$ cat config.mk
export PLATFORM = sky130hd
export DESIGN_NAME = postfix_expression_evaluator_top
export DESIGN_NICKNAME = d
export VERILOG_FILES = /design/src/pfx_pkg.sv /design/src/pfx_datapath.sv /design/src/pfx_ctrl.sv /design/src/postfix_expression_evaluator_top.sv
export VERILOG_INCLUDE_DIRS = /design/src /design/src/src
export SDC_FILE = /design/constraint.sdc
export NUM_CORES = 2
export LEC_CHECK = 0
export BUFFER_PORTS_ARGS = -buffer_cell sky130_fd_sc_hd__buf_2
export CAP_MARGIN = 25
export CORE_UTILIZATION = 45
export DETAILED_ROUTE_END_ITERATION = 12
export PLACE_DENSITY = 0.64
export SLEW_MARGIN = 40
export SYNTH_ARGS = -nofsm -noshare
export SYNTH_HDL_FRONTEND = slang
export SYNTH_SLANG_ARGS = --single-unit
$ cat constraint.sdc
create_clock -name aclk -period 13.3 [get_ports aclk]
set_input_delay 0 -clock aclk [delete_from_list [all_inputs] [get_ports aclk]]
set_output_delay 0 -clock aclk [all_outputs]
set_load 0.01 [all_outputs]
$ cat src/assert_macros.svh
// ---------------------------------------------------------------------------
// assert_macros.svh
// Assertion helpers used by the postfix evaluator datapath, clocked on aclk
// and held off while aresetn is low
// ---------------------------------------------------------------------------
`ifndef ASSERT_MACROS_SVH
`define ASSERT_MACROS_SVH

// property must hold at every clock edge out of reset
`define PFX_ASSERT(lbl, prop, msg) \
    lbl: assert property (@(posedge aclk) disable iff (!aresetn) prop) \
        else $error(msg);

// condition must never be true at a clock edge out of reset
`define PFX_ASSERT_NEVER(lbl, cond, msg) \
    `PFX_ASSERT(lbl, !(cond), msg)

`endif

$ cat src/pfx_pkg.sv
// ---------------------------------------------------------------------------
// pfx_pkg
// Shared constants, types and helper functions of the postfix evaluator
// ---------------------------------------------------------------------------
package pfx_pkg;

    // sizes
    localparam int STACK_DEPTH = 16;
    localparam int VALUE_WIDTH = 32;
    localparam int FRAC_BITS   = 16;
    localparam int FUNC_W      = 3;
    localparam int STATUS_W    = 3;
    localparam int CNT_W       = $clog2(STACK_DEPTH + 1);
    localparam int MEM_DEPTH   = STACK_DEPTH - 1;
    localparam int MEM_AW      = $clog2(MEM_DEPTH);
    localparam int WIDE_W      = VALUE_WIDTH + FRAC_BITS;
    localparam int PROD_W      = 2 * VALUE_WIDTH;
    localparam int DIV_STEPS   = WIDE_W;
    localparam int DIV_CW      = $clog2(DIV_STEPS);

    typedef logic [VALUE_WIDTH-1:0] value_t;
    typedef logic [WIDE_W-1:0]      wide_t;

    // largest magnitudes that still fit a signed value
    localparam wide_t MAG_MAX_POS = {{(FRAC_BITS + 1){1'b0}}, {(VALUE_WIDTH - 1){1'b1}}};
    localparam wide_t MAG_MAX_NEG = {{FRAC_BITS{1'b0}}, 1'b1, {(VALUE_WIDTH - 1){1'b0}}};
    localparam value_t VALUE_MAX  = {1'b0, {(VALUE_WIDTH - 1){1'b1}}};
    localparam value_t VALUE_MIN  = {1'b1, {(VALUE_WIDTH - 1){1'b0}}};

    // token kinds
    typedef enum logic [FUNC_W-1:0] {
        FUNC_PUSH = 3'd0,
        FUNC_ADD  = 3'd1,
        FUNC_SUB  = 3'd2,
        FUNC_MUL  = 3'd3,
        FUNC_DIV  = 3'd4
    } func_t;

    // result status codes
    typedef enum logic [STATUS_W-1:0] {
        STATUS_OK      = 3'd0,
        STATUS_UNDER   = 3'd1,
        STATUS_NOTONE  = 3'd2,
        STATUS_DIVZERO = 3'd3,
        STATUS_OVER    = 3'd4,
        STATUS_SAT     = 3'd5
    } status_t;

    // controller states
    typedef enum logic [2:0] {
        S_IDLE,
        S_EXEC,
        S_DIV,
        S_PACK,
        S_FINISH
    } state_t;

    // controller to datapath
    typedef struct packed {
        logic accept;
        logic exec;
        logic div_step;
        logic pack;
        logic finish;
    } ctrl_cmd_t;

    // datapath to controller
    typedef struct packed {
        logic need_mul;
        logic need_div;
        logic div_last;
        logic out_blocked;
    } dp_stat_t;

    // saturated value and its flag
    typedef struct packed {
        logic   sat;
        value_t value;
    } pack_t;

    // absolute value of a two's complement word
    function automatic value_t magnitude(value_t v);
        value_t r;
        r = v[VALUE_WIDTH-1] ? (~v + value_t'(1)) : v;
        return r;
    endfunction

    // sign plus wide magnitude to a saturated signed word
    function automatic pack_t pack_wide(logic neg, wide_t mag);
        wide_t limit;
        wide_t lo;
        pack_t r;
        limit = neg ? MAG_MAX_NEG : MAG_MAX_POS;
        lo    = mag;
        r.sat = 1'b0;
        if (mag > limit) begin
            r.sat = 1'b1;
            lo    = limit;
        end
        r.value = neg ? (~lo[VALUE_WIDTH-1:0] + value_t'(1)) : lo[VALUE_WIDTH-1:0];
        return r;
    endfunction

    // sticky status: first hard error wins, saturation only until replaced
    function automatic status_t merge_status(status_t cur, status_t code);
        status_t r;
        r = cur;
        if (code != STATUS_OK) begin
            if (cur == STATUS_OK || (cur == STATUS_SAT && code != STATUS_SAT)) begin
                r = code;
            end
        end
        return r;
    endfunction

endpackage

$ cat src/pfx_datapath.sv
// ---------------------------------------------------------------------------
// pfx_datapath
// Operand stack, add/sub, multiplier, bit-serial divider, status tracking
// and the output word register of the postfix evaluator
// ---------------------------------------------------------------------------
`include "assert_macros.svh"

module pfx_datapath (
    input  logic                 aclk,
    input  logic                 aresetn,
    input  pfx_pkg::ctrl_cmd_t   cmd,
    output pfx_pkg::dp_stat_t    stat,
    input  logic [31:0]          s_tdata,   // [31:0] token_value
    input  logic [7:0]           s_tuser,   // [2:0] func, [7:3] zero
    input  logic                 s_tlast,
    output logic                 m_tvalid,
    input  logic                 m_tready,
    output logic [31:0]          m_tdata,   // [31:0] result_value
    output logic [7:0]           m_tuser    // [2:0] status, [7:3] zero
);

    // token registers
    logic [pfx_pkg::FUNC_W-1:0] func_reg;
    pfx_pkg::value_t            token_reg;
    logic                       last_reg;

    // stack state: top entry in a register, lower entries in memory
    logic [pfx_pkg::CNT_W-1:0]  count_reg;
    pfx_pkg::status_t           status_reg;
    pfx_pkg::value_t            top_reg;
    pfx_pkg::value_t            mem [pfx_pkg::MEM_DEPTH];
    pfx_pkg::value_t            opa_reg;

    // arithmetic registers
    pfx_pkg::wide_t             wide_reg;
    pfx_pkg::value_t            rem_reg;
    pfx_pkg::value_t            divisor_reg;
    logic [pfx_pkg::DIV_CW-1:0] div_cnt_reg;
    pfx_pkg::value_t            res_reg;
    logic                       sat_reg;
    logic                       dz_reg;

    // output word
    logic                       m_tvalid_reg;
    pfx_pkg::value_t            out_value_reg;
    pfx_pkg::status_t           out_status_reg;

    // combinational
    logic [pfx_pkg::MEM_AW-1:0] rd_addr;
    logic [pfx_pkg::MEM_AW-1:0] wr_addr;
    logic                       has_two;
    logic                       is_op;
    pfx_pkg::value_t            mag_a;
    pfx_pkg::value_t            mag_b;
    logic [pfx_pkg::VALUE_WIDTH:0] addsub_sum;
    pfx_pkg::value_t            addsub_value;
    logic                       addsub_ovf;
    logic [pfx_pkg::PROD_W-1:0] product;
    pfx_pkg::wide_t             product_wide;
    logic [pfx_pkg::VALUE_WIDTH:0] div_shift;
    logic [pfx_pkg::VALUE_WIDTH:0] div_diff;
    logic                       div_ge;
    pfx_pkg::pack_t             pack_res;
    pfx_pkg::status_t           err_code;
    pfx_pkg::status_t           status_a;
    pfx_pkg::status_t           status_b;
    logic [pfx_pkg::CNT_W-1:0]  count_a;
    pfx_pkg::value_t            top_a;
    logic                       mem_we;
    pfx_pkg::value_t            final_value;

    // token capture
    always_ff @(posedge aclk) begin
        if (cmd.accept) begin
            func_reg  <= s_tuser[pfx_pkg::FUNC_W-1:0];
            token_reg <= s_tdata;
            last_reg  <= s_tlast;
        end
    end

    // stack memory: one write and one registered read
    assign rd_addr = pfx_pkg::MEM_AW'(count_reg - pfx_pkg::CNT_W'(2));
    assign wr_addr = pfx_pkg::MEM_AW'(count_reg - pfx_pkg::CNT_W'(1));

    always_ff @(posedge aclk) begin
        if (mem_we) begin
            mem[wr_addr] <= top_reg;
        end
        if (cmd.accept) begin
            opa_reg <= mem[rd_addr];
        end
    end

    // operand decode
    assign has_two = (count_reg >= pfx_pkg::CNT_W'(2));
    assign is_op   = (func_reg == pfx_pkg::FUNC_ADD) || (func_reg == pfx_pkg::FUNC_SUB) ||
                     (func_reg == pfx_pkg::FUNC_MUL) || (func_reg == pfx_pkg::FUNC_DIV);
    assign mag_a   = pfx_pkg::magnitude(opa_reg);
    assign mag_b   = pfx_pkg::magnitude(top_reg);

    // saturating add and subtract
    always_comb begin
        if (func_reg == pfx_pkg::FUNC_SUB) begin
            addsub_sum = {opa_reg[pfx_pkg::VALUE_WIDTH-1], opa_reg} -
                         {top_reg[pfx_pkg::VALUE_WIDTH-1], top_reg};
        end else begin
            addsub_sum = {opa_reg[pfx_pkg::VALUE_WIDTH-1], opa_reg} +
                         {top_reg[pfx_pkg::VALUE_WIDTH-1], top_reg};
        end
        addsub_ovf = addsub_sum[pfx_pkg::VALUE_WIDTH] != addsub_sum[pfx_pkg::VALUE_WIDTH-1];
        if (addsub_ovf) begin
            addsub_value = addsub_sum[pfx_pkg::VALUE_WIDTH] ? pfx_pkg::VALUE_MIN
                                                            : pfx_pkg::VALUE_MAX;
        end else begin
            addsub_value = addsub_sum[pfx_pkg::VALUE_WIDTH-1:0];
        end
    end

    // magnitude product, fraction bits dropped
    assign product      = mag_a * mag_b;
    assign product_wide = pfx_pkg::WIDE_W'(product >> pfx_pkg::FRAC_BITS);

    // restoring divide step: numerator shifts out the top, quotient in the bottom
    assign div_shift = {rem_reg, wide_reg[pfx_pkg::WIDE_W-1]};
    assign div_diff  = div_shift - {1'b0, divisor_reg};
    assign div_ge    = (div_shift >= {1'b0, divisor_reg});

    // sign and saturation of a wide magnitude
    assign pack_res = pfx_pkg::pack_wide(opa_reg[pfx_pkg::VALUE_WIDTH-1] ^
                                         top_reg[pfx_pkg::VALUE_WIDTH-1], wide_reg);

    // arithmetic sequencing
    always_ff @(posedge aclk) begin
        if (cmd.exec) begin
            sat_reg <= 1'b0;
            dz_reg  <= 1'b0;
            case (func_reg) inside
                pfx_pkg::FUNC_ADD, pfx_pkg::FUNC_SUB: begin
                    res_reg <= addsub_value;
                    sat_reg <= addsub_ovf;
                end
                pfx_pkg::FUNC_MUL: begin
                    wide_reg <= product_wide;
                end
                pfx_pkg::FUNC_DIV: begin
                    if (top_reg == '0) begin
                        res_reg <= '0;
                        dz_reg  <= 1'b1;
                    end else begin
                        wide_reg    <= {mag_a, {pfx_pkg::FRAC_BITS{1'b0}}};
                        divisor_reg <= mag_b;
                        rem_reg     <= '0;
                        div_cnt_reg <= pfx_pkg::DIV_CW'(pfx_pkg::DIV_STEPS - 1);
                    end
                end
                default: ;
            endcase
        end else if (cmd.div_step) begin
            wide_reg    <= {wide_reg[pfx_pkg::WIDE_W-2:0], div_ge};
            rem_reg     <= div_ge ? div_diff[pfx_pkg::VALUE_WIDTH-1:0]
                                  : div_shift[pfx_pkg::VALUE_WIDTH-1:0];
            div_cnt_reg <= div_cnt_reg - pfx_pkg::DIV_CW'(1);
        end else if (cmd.pack) begin
            res_reg <= pack_res.value;
            sat_reg <= pack_res.sat;
        end
    end

    // token completion: stack update, status and final check
    always_comb begin
        err_code = pfx_pkg::STATUS_OK;
        count_a  = count_reg;
        top_a    = top_reg;
        mem_we   = 1'b0;
        if (func_reg == pfx_pkg::FUNC_PUSH) begin
            if (count_reg >= pfx_pkg::CNT_W'(pfx_pkg::STACK_DEPTH)) begin
                err_code = pfx_pkg::STATUS_OVER;
            end else begin
                mem_we  = cmd.finish && (count_reg != '0);
                top_a   = token_reg;
                count_a = count_reg + pfx_pkg::CNT_W'(1);
            end
        end else if (is_op) begin
            if (!has_two) begin
                err_code = pfx_pkg::STATUS_UNDER;
            end else begin
                count_a = count_reg - pfx_pkg::CNT_W'(1);
                top_a   = res_reg;
                if (dz_reg) begin
                    err_code = pfx_pkg::STATUS_DIVZERO;
                end else if (sat_reg) begin
                    err_code = pfx_pkg::STATUS_SAT;
                end
            end
        end
        status_a = pfx_pkg::merge_status(status_reg, err_code);
        status_b = status_a;
        if (count_a != pfx_pkg::CNT_W'(1) &&
            (status_a == pfx_pkg::STATUS_OK || status_a == pfx_pkg::STATUS_SAT)) begin
            status_b = pfx_pkg::STATUS_NOTONE;
        end
        final_value = '0;
        if (status_b == pfx_pkg::STATUS_OK || status_b == pfx_pkg::STATUS_SAT) begin
            final_value = top_a;
        end
    end

    // control state
    always_ff @(posedge aclk) begin
        if (!aresetn) begin
            count_reg  <= '0;
            status_reg <= pfx_pkg::STATUS_OK;
        end else if (cmd.finish) begin
            if (last_reg) begin
                count_reg  <= '0;
                status_reg <= pfx_pkg::STATUS_OK;
            end else begin
                count_reg  <= count_a;
                status_reg <= status_a;
            end
        end
    end

    always_ff @(posedge aclk) begin
        if (cmd.finish) begin
            top_reg <= top_a;
        end
    end

    // output word register
    always_ff @(posedge aclk) begin
        if (!aresetn) begin
            m_tvalid_reg <= 1'b0;
        end else if (cmd.finish && last_reg) begin
            m_tvalid_reg <= 1'b1;
        end else if (m_tready) begin
            m_tvalid_reg <= 1'b0;
        end
    end

    always_ff @(posedge aclk) begin
        if (cmd.finish && last_reg) begin
            out_value_reg  <= final_value;
            out_status_reg <= status_b;
        end
    end

    assign m_tvalid = m_tvalid_reg;
    assign m_tdata  = out_value_reg;
    assign m_tuser  = {{(8 - pfx_pkg::STATUS_W){1'b0}}, out_status_reg};

    // status to controller
    assign stat.need_mul    = (func_reg == pfx_pkg::FUNC_MUL) && has_two;
    assign stat.need_div    = (func_reg == pfx_pkg::FUNC_DIV) && has_two && (top_reg != '0);
    assign stat.div_last    = (div_cnt_reg == '0);
    assign stat.out_blocked = last_reg && m_tvalid_reg && !m_tready;

    // checks
    `PFX_ASSERT(a_clear_after_last, cmd.finish && last_reg |=> count_reg == '0 && status_reg == pfx_pkg::STATUS_OK, "stack not cleared after last token")
    `PFX_ASSERT_NEVER(a_count_bound, count_reg > pfx_pkg::CNT_W'(pfx_pkg::STACK_DEPTH), "stack count beyond depth")
    `PFX_ASSERT_NEVER(a_error_value_zero, m_tvalid_reg && (out_status_reg == pfx_pkg::STATUS_UNDER || out_status_reg == pfx_pkg::STATUS_NOTONE || out_status_reg == pfx_pkg::STATUS_DIVZERO || out_status_reg == pfx_pkg::STATUS_OVER) && out_value_reg != '0, "error result carries a value")
    `PFX_ASSERT(a_div_nonzero, cmd.div_step |-> divisor_reg != '0, "divide step with zero divisor")

endmodule

$ cat src/pfx_ctrl.sv
// ---------------------------------------------------------------------------
// pfx_ctrl
// Token sequencer: accept, execute, divide iterations, pack and completion
// ---------------------------------------------------------------------------
module pfx_ctrl (
    input  logic                aclk,
    input  logic                aresetn,
    input  logic                s_tvalid,
    output logic                s_tready,
    input  pfx_pkg::dp_stat_t   stat,
    output pfx_pkg::ctrl_cmd_t  cmd
);

    pfx_pkg::state_t state_reg;
    pfx_pkg::state_t state_next;

    // state register
    always_ff @(posedge aclk) begin
        if (!aresetn) begin
            state_reg <= pfx_pkg::S_IDLE;
        end else begin
            state_reg <= state_next;
        end
    end

    // next state
    always_comb begin
        state_next = state_reg;
        unique case (state_reg)
            pfx_pkg::S_IDLE: begin
                if (s_tvalid) begin
                    state_next = pfx_pkg::S_EXEC;
                end
            end
            pfx_pkg::S_EXEC: begin
                if (stat.need_div) begin
                    state_next = pfx_pkg::S_DIV;
                end else if (stat.need_mul) begin
                    state_next = pfx_pkg::S_PACK;
                end else begin
                    state_next = pfx_pkg::S_FINISH;
                end
            end
            pfx_pkg::S_DIV: begin
                if (stat.div_last) begin
                    state_next = pfx_pkg::S_PACK;
                end
            end
            pfx_pkg::S_PACK: begin
                state_next = pfx_pkg::S_FINISH;
            end
            pfx_pkg::S_FINISH: begin
                if (!stat.out_blocked) begin
                    state_next = pfx_pkg::S_IDLE;
                end
            end
            default: state_next = pfx_pkg::S_IDLE;
        endcase
    end

    // commands
    always_comb begin
        cmd      = '0;
        s_tready = 1'b0;
        unique case (state_reg)
            pfx_pkg::S_IDLE: begin
                s_tready   = 1'b1;
                cmd.accept = s_tvalid;
            end
            pfx_pkg::S_EXEC:   cmd.exec     = 1'b1;
            pfx_pkg::S_DIV:    cmd.div_step = 1'b1;
            pfx_pkg::S_PACK:   cmd.pack     = 1'b1;
            pfx_pkg::S_FINISH: cmd.finish   = !stat.out_blocked;
            default: ;
        endcase
    end

endmodule

$ cat src/postfix_expression_evaluator_top.sv
// Push, add, subtract and ignored codes pass accept, execute and completion; multiply
// adds pack; divide adds the serial divider, one quotient bit per cycle over 48 bits.
// One token is in flight at a time; s_tready is high in the cycle after completion.
// The result word for a last token appears the cycle after its completion; a last
// token waits in completion while the previous result word is still unread.
// Synchronous active-low reset empties the stack and clears the status.
// ---------------------------------------------------------------------------
// postfix_expression_evaluator_top
// Evaluates postfix Q16.16 expressions token by token on a 16-entry stack
// ---------------------------------------------------------------------------
module postfix_expression_evaluator_top (
    input  logic        aclk,
    input  logic        aresetn,
    input  logic        s_tvalid,
    output logic        s_tready,
    input  logic [31:0] s_tdata,   // [31:0] token_value
    input  logic [7:0]  s_tuser,   // [2:0] func, [7:3] zero
    input  logic        s_tlast,   // last_token
    output logic        m_tvalid,
    input  logic        m_tready,
    output logic [31:0] m_tdata,   // [31:0] result_value
    output logic [7:0]  m_tuser    // [2:0] status, [7:3] zero
);

    pfx_pkg::ctrl_cmd_t cmd;
    pfx_pkg::dp_stat_t  stat;

    // sequencer
    pfx_ctrl u_ctrl (
        .aclk     (aclk),
        .aresetn  (aresetn),
        .s_tvalid (s_tvalid),
        .s_tready (s_tready),
        .stat     (stat),
        .cmd      (cmd)
    );

    // stack and arithmetic
    pfx_datapath u_datapath (
        .aclk     (aclk),
        .aresetn  (aresetn),
        .cmd      (cmd),
        .stat     (stat),
        .s_tdata  (s_tdata),
        .s_tuser  (s_tuser),
        .s_tlast  (s_tlast),
        .m_tvalid (m_tvalid),
        .m_tready (m_tready),
        .m_tdata  (m_tdata),
        .m_tuser  (m_tuser)
    );

endmodule
==> impl_metrics.toml <==
[run_status]
status = "completed"

[sta]
post-route-min-period_ns = 11.99
worst_slew_pin_slew_ns = 0.859
finalSetupViolations = 0
rsz0062_at_grt = "no"
slew_viol_final = 0
setup_slack_ns = 1.31
hold_viol = 0
period_share_pct = 90.1
fin_setup_tns_ns = 0
relSlewSlack_pct = 42.4
max_freq_mhz = 83.4
fin_worst_skew_ns = 0.0579

[layout]
num-nets-final = 7809
largest_register_ffs = 480
drive_gt1_share_pct = 9.99
syn2layout_area_growth_pct = 10.8
seqCellArea_um2 = 23300
fill_cells = 13500
multi_input_area_um2 = 41800

[hold_path]
hp-class = "in -> reg"
min_from = "s_tdata[15]"

[synthesis]
syn_area_um2 = 69200
ys_seq_area_share_pct = 33.6
ys.flop_type = "edfxtp_1"
synth-edff-count = 767
synth_area_per_cell_um2 = 10.8
synth_warnings = 0
ys_ff_latch = 779
synth_cell_types = 96
async_flop_share_pct = 0
synth_cells = 6392

[global_routing]
grt-ovfl-total = 0
grt_pass1_wl_um = 317000
grtUsageTotal_pct = 27.2
grt_pass1_vias = 50900
antenna_found_initial = 4
grt_start_max_net_pins = 101

[drt]
vias_per_cell = 5.70
final_antenna_net_count = 0
drc_errors = 0
vias = 49000
drtIter0Drc = 4199
wl_um = 209000
first_pass_iters = 5
post_drt_wl_per_cell_um = 24.3

[clock_tree]
h-tree-depth = 3
cts_buffer_depth = 3
cts_tree = "done"
cts_resized = 0
postCtsSetupBuffers = 0
postCtsHoldBufs = 70
clock_latency_ns = 0.71
clock-sinks = 779
root_buffer = "clkbuf_16"
numCtsBuffers = 81
clk_pin_slew_ns = 0.06

[floorplanning]
die_h_um = 394
die_area_um2 = 155000
coreArea_um2 = 152000
ios = 87
start_util_pct = 45.4
rows = 143
die_x_um = 394

[critical_path]
startpoint = "u_datapath.top_reg[1]$_DFFE_PP_"
endpoint = "u_datapath.wide_reg[37]$_DFFE_PP_"
reg2regPathDepth = 33
cpPeakStageDelay_ns = 0.70
slowest_stage = "edfxtp_1"
worstPathRequired_ns = 13.70
path_common_cell = "fa_1"
rr_startpoint = "u_datapath.top_reg[1]$_DFFE_PP_"
critPathKind = "reg -> reg"
rr_endpoint = "u_datapath.wide_reg[37]$_DFFE_PP_"
r2r_setup_slack_ns = 1.31
critPathMaxFanout = 20
endpoint_kind = "register"
crit_arrival_ns = 12.38
startpoint_type = "register"

[placement]
numPortBuffers = 76
pre_cts_slack_ns = 1.49
gp_congestion = 0.936
dpl.hpwl_um = 155000

[job]
maxCapViolations = 0
cell usage in the layout, fill, tap and decap left out, types with 21 or more instances in the layout:
cell             n
and2_1          41
xor2_1          90
o21ai_0        137
o21bai_1        26
dlygate4sd3_1   70
nand2b_1        27
clkbuf_16       82
a21o_1          75
clkinv_1        33
nor2b_1         37
nor3_1          91
nor2_1         781
buf_2           76
a21oi_1        203
mux4_2         128
edfxtp_1       767
mux2i_1         56
fa_1           897
o211ai_1        22
o22ai_1         38
o31ai_1         28
nand2_1        668
or3_1           24
nand3_1         40
xnor2_1         84
a31oi_1         27
o311ai_0        21
nand4_1         40
ha_1           370
inv_1          995
buf_4          163
worst min-delay path by stage:
stage | to | slack (ns) | depth (start not counted)
5_1_grt | u_datapath.token_reg[15]$_DFFE_PP_ | 0.02 | 2
3_5_place_dp | u_datapath.token_reg[20]$_DFFE_PP_ | 0.18 | 1
6_report | u_datapath.token_reg[15]$_DFFE_PP_ | 0.04 | 2
4_1_cts | u_datapath.token_reg[15]$_DFFE_PP_ | 0.0004 | 2
2_1_floorplan | u_datapath.func_reg[0]$_DFFE_PP_ | 0.1 | 0
3_3_place_gp | u_datapath.token_reg[25]$_DFFE_PP_ | 0.18 | 1
Yosys cell counts, types with 38 or more instances:
library cell	n	area [um^2]
a21o_1	75	563
a21oi_1	205	1030
and2_1	42	263
clkbuf_1	269	1010
edfxtp_1	767	23000
fa_1	897	18000
ha_1	372	4650
inv_1	999	3750
mux2i_1	58	581
mux4_2	128	2880
nand2_1	669	2510
nand3_1	40	200
nand4_1	40	250
nor2_1	797	2990
nor3_1	92	460
o21ai_0	138	691
o22ai_1	38	238
xnor2_1	113	990
xor2_1	117	1020
metal layers:
layer | track usage (%) | vias to the layer above | wire, um
met5 | 0 | - | 0
met4 | 10.8 | 0 | 9080
met3 | 4.17 | 372 | 16900
met2 | 44.8 | 2122 | 99900
met1 | 36.3 | 25300 | 83200
li1 | - | 21200 | -
worst max-delay path, delay by kind of cell (launching register included):
family                     cells  cell delay [ns]
adders and majority gates     10             4.72
and+or+nand+nor               11             3.16
AOI/OAI and AO/OA              5             1.46
buffers and inverters          5             0.89
DFF                            1             0.70
xor gates and xnor gates       2             0.70
cells by family after synthesis:
logic type,share of synthesized area [%]
and+or+nand+nor,11.6
buffers and inverters,7.29
adders and majority gates,32.7
DFF,33.6
AOI/OAI and AO/OA,6.70
xor gates and xnor gates,3.00
muxes,5.06
other,0.00542
layout make-up:
type	instances	area share, %
clock buffers	97	2.78
flip-flops and latches	779	30.4
well taps	2030	3.31
repair buffers	329	3.39
clock inverters	50	0.627
multi-input cells	4287	54.5
diodes	2	0.00653
inverters	1017	4.98
metrics by stage:
| stage | utilization, % | hold WS (ns) | instance area, um^2 | instances |
|---|---|---|---|---|
| after CTS | 50.3 | 0.000407 | 76500 | 8583 |
| after global routing | 50.3 | 0.0247 | 76600 | 8589 |
| after detailed placement | 48.1 | 0.178 | 73200 | 8366 |
| after floorplan | - | 0.0989 | 69200 | 6396 |
| after global placement | 47.9 | 0.176 | 72900 | 8356 |
| final | 50.3 | 0.0377 | 76600 | 8591 |
Power is left out: the tool's default activity adds up to more than one toggle a clock period on the data nets, which glitch-free logic cannot reach.
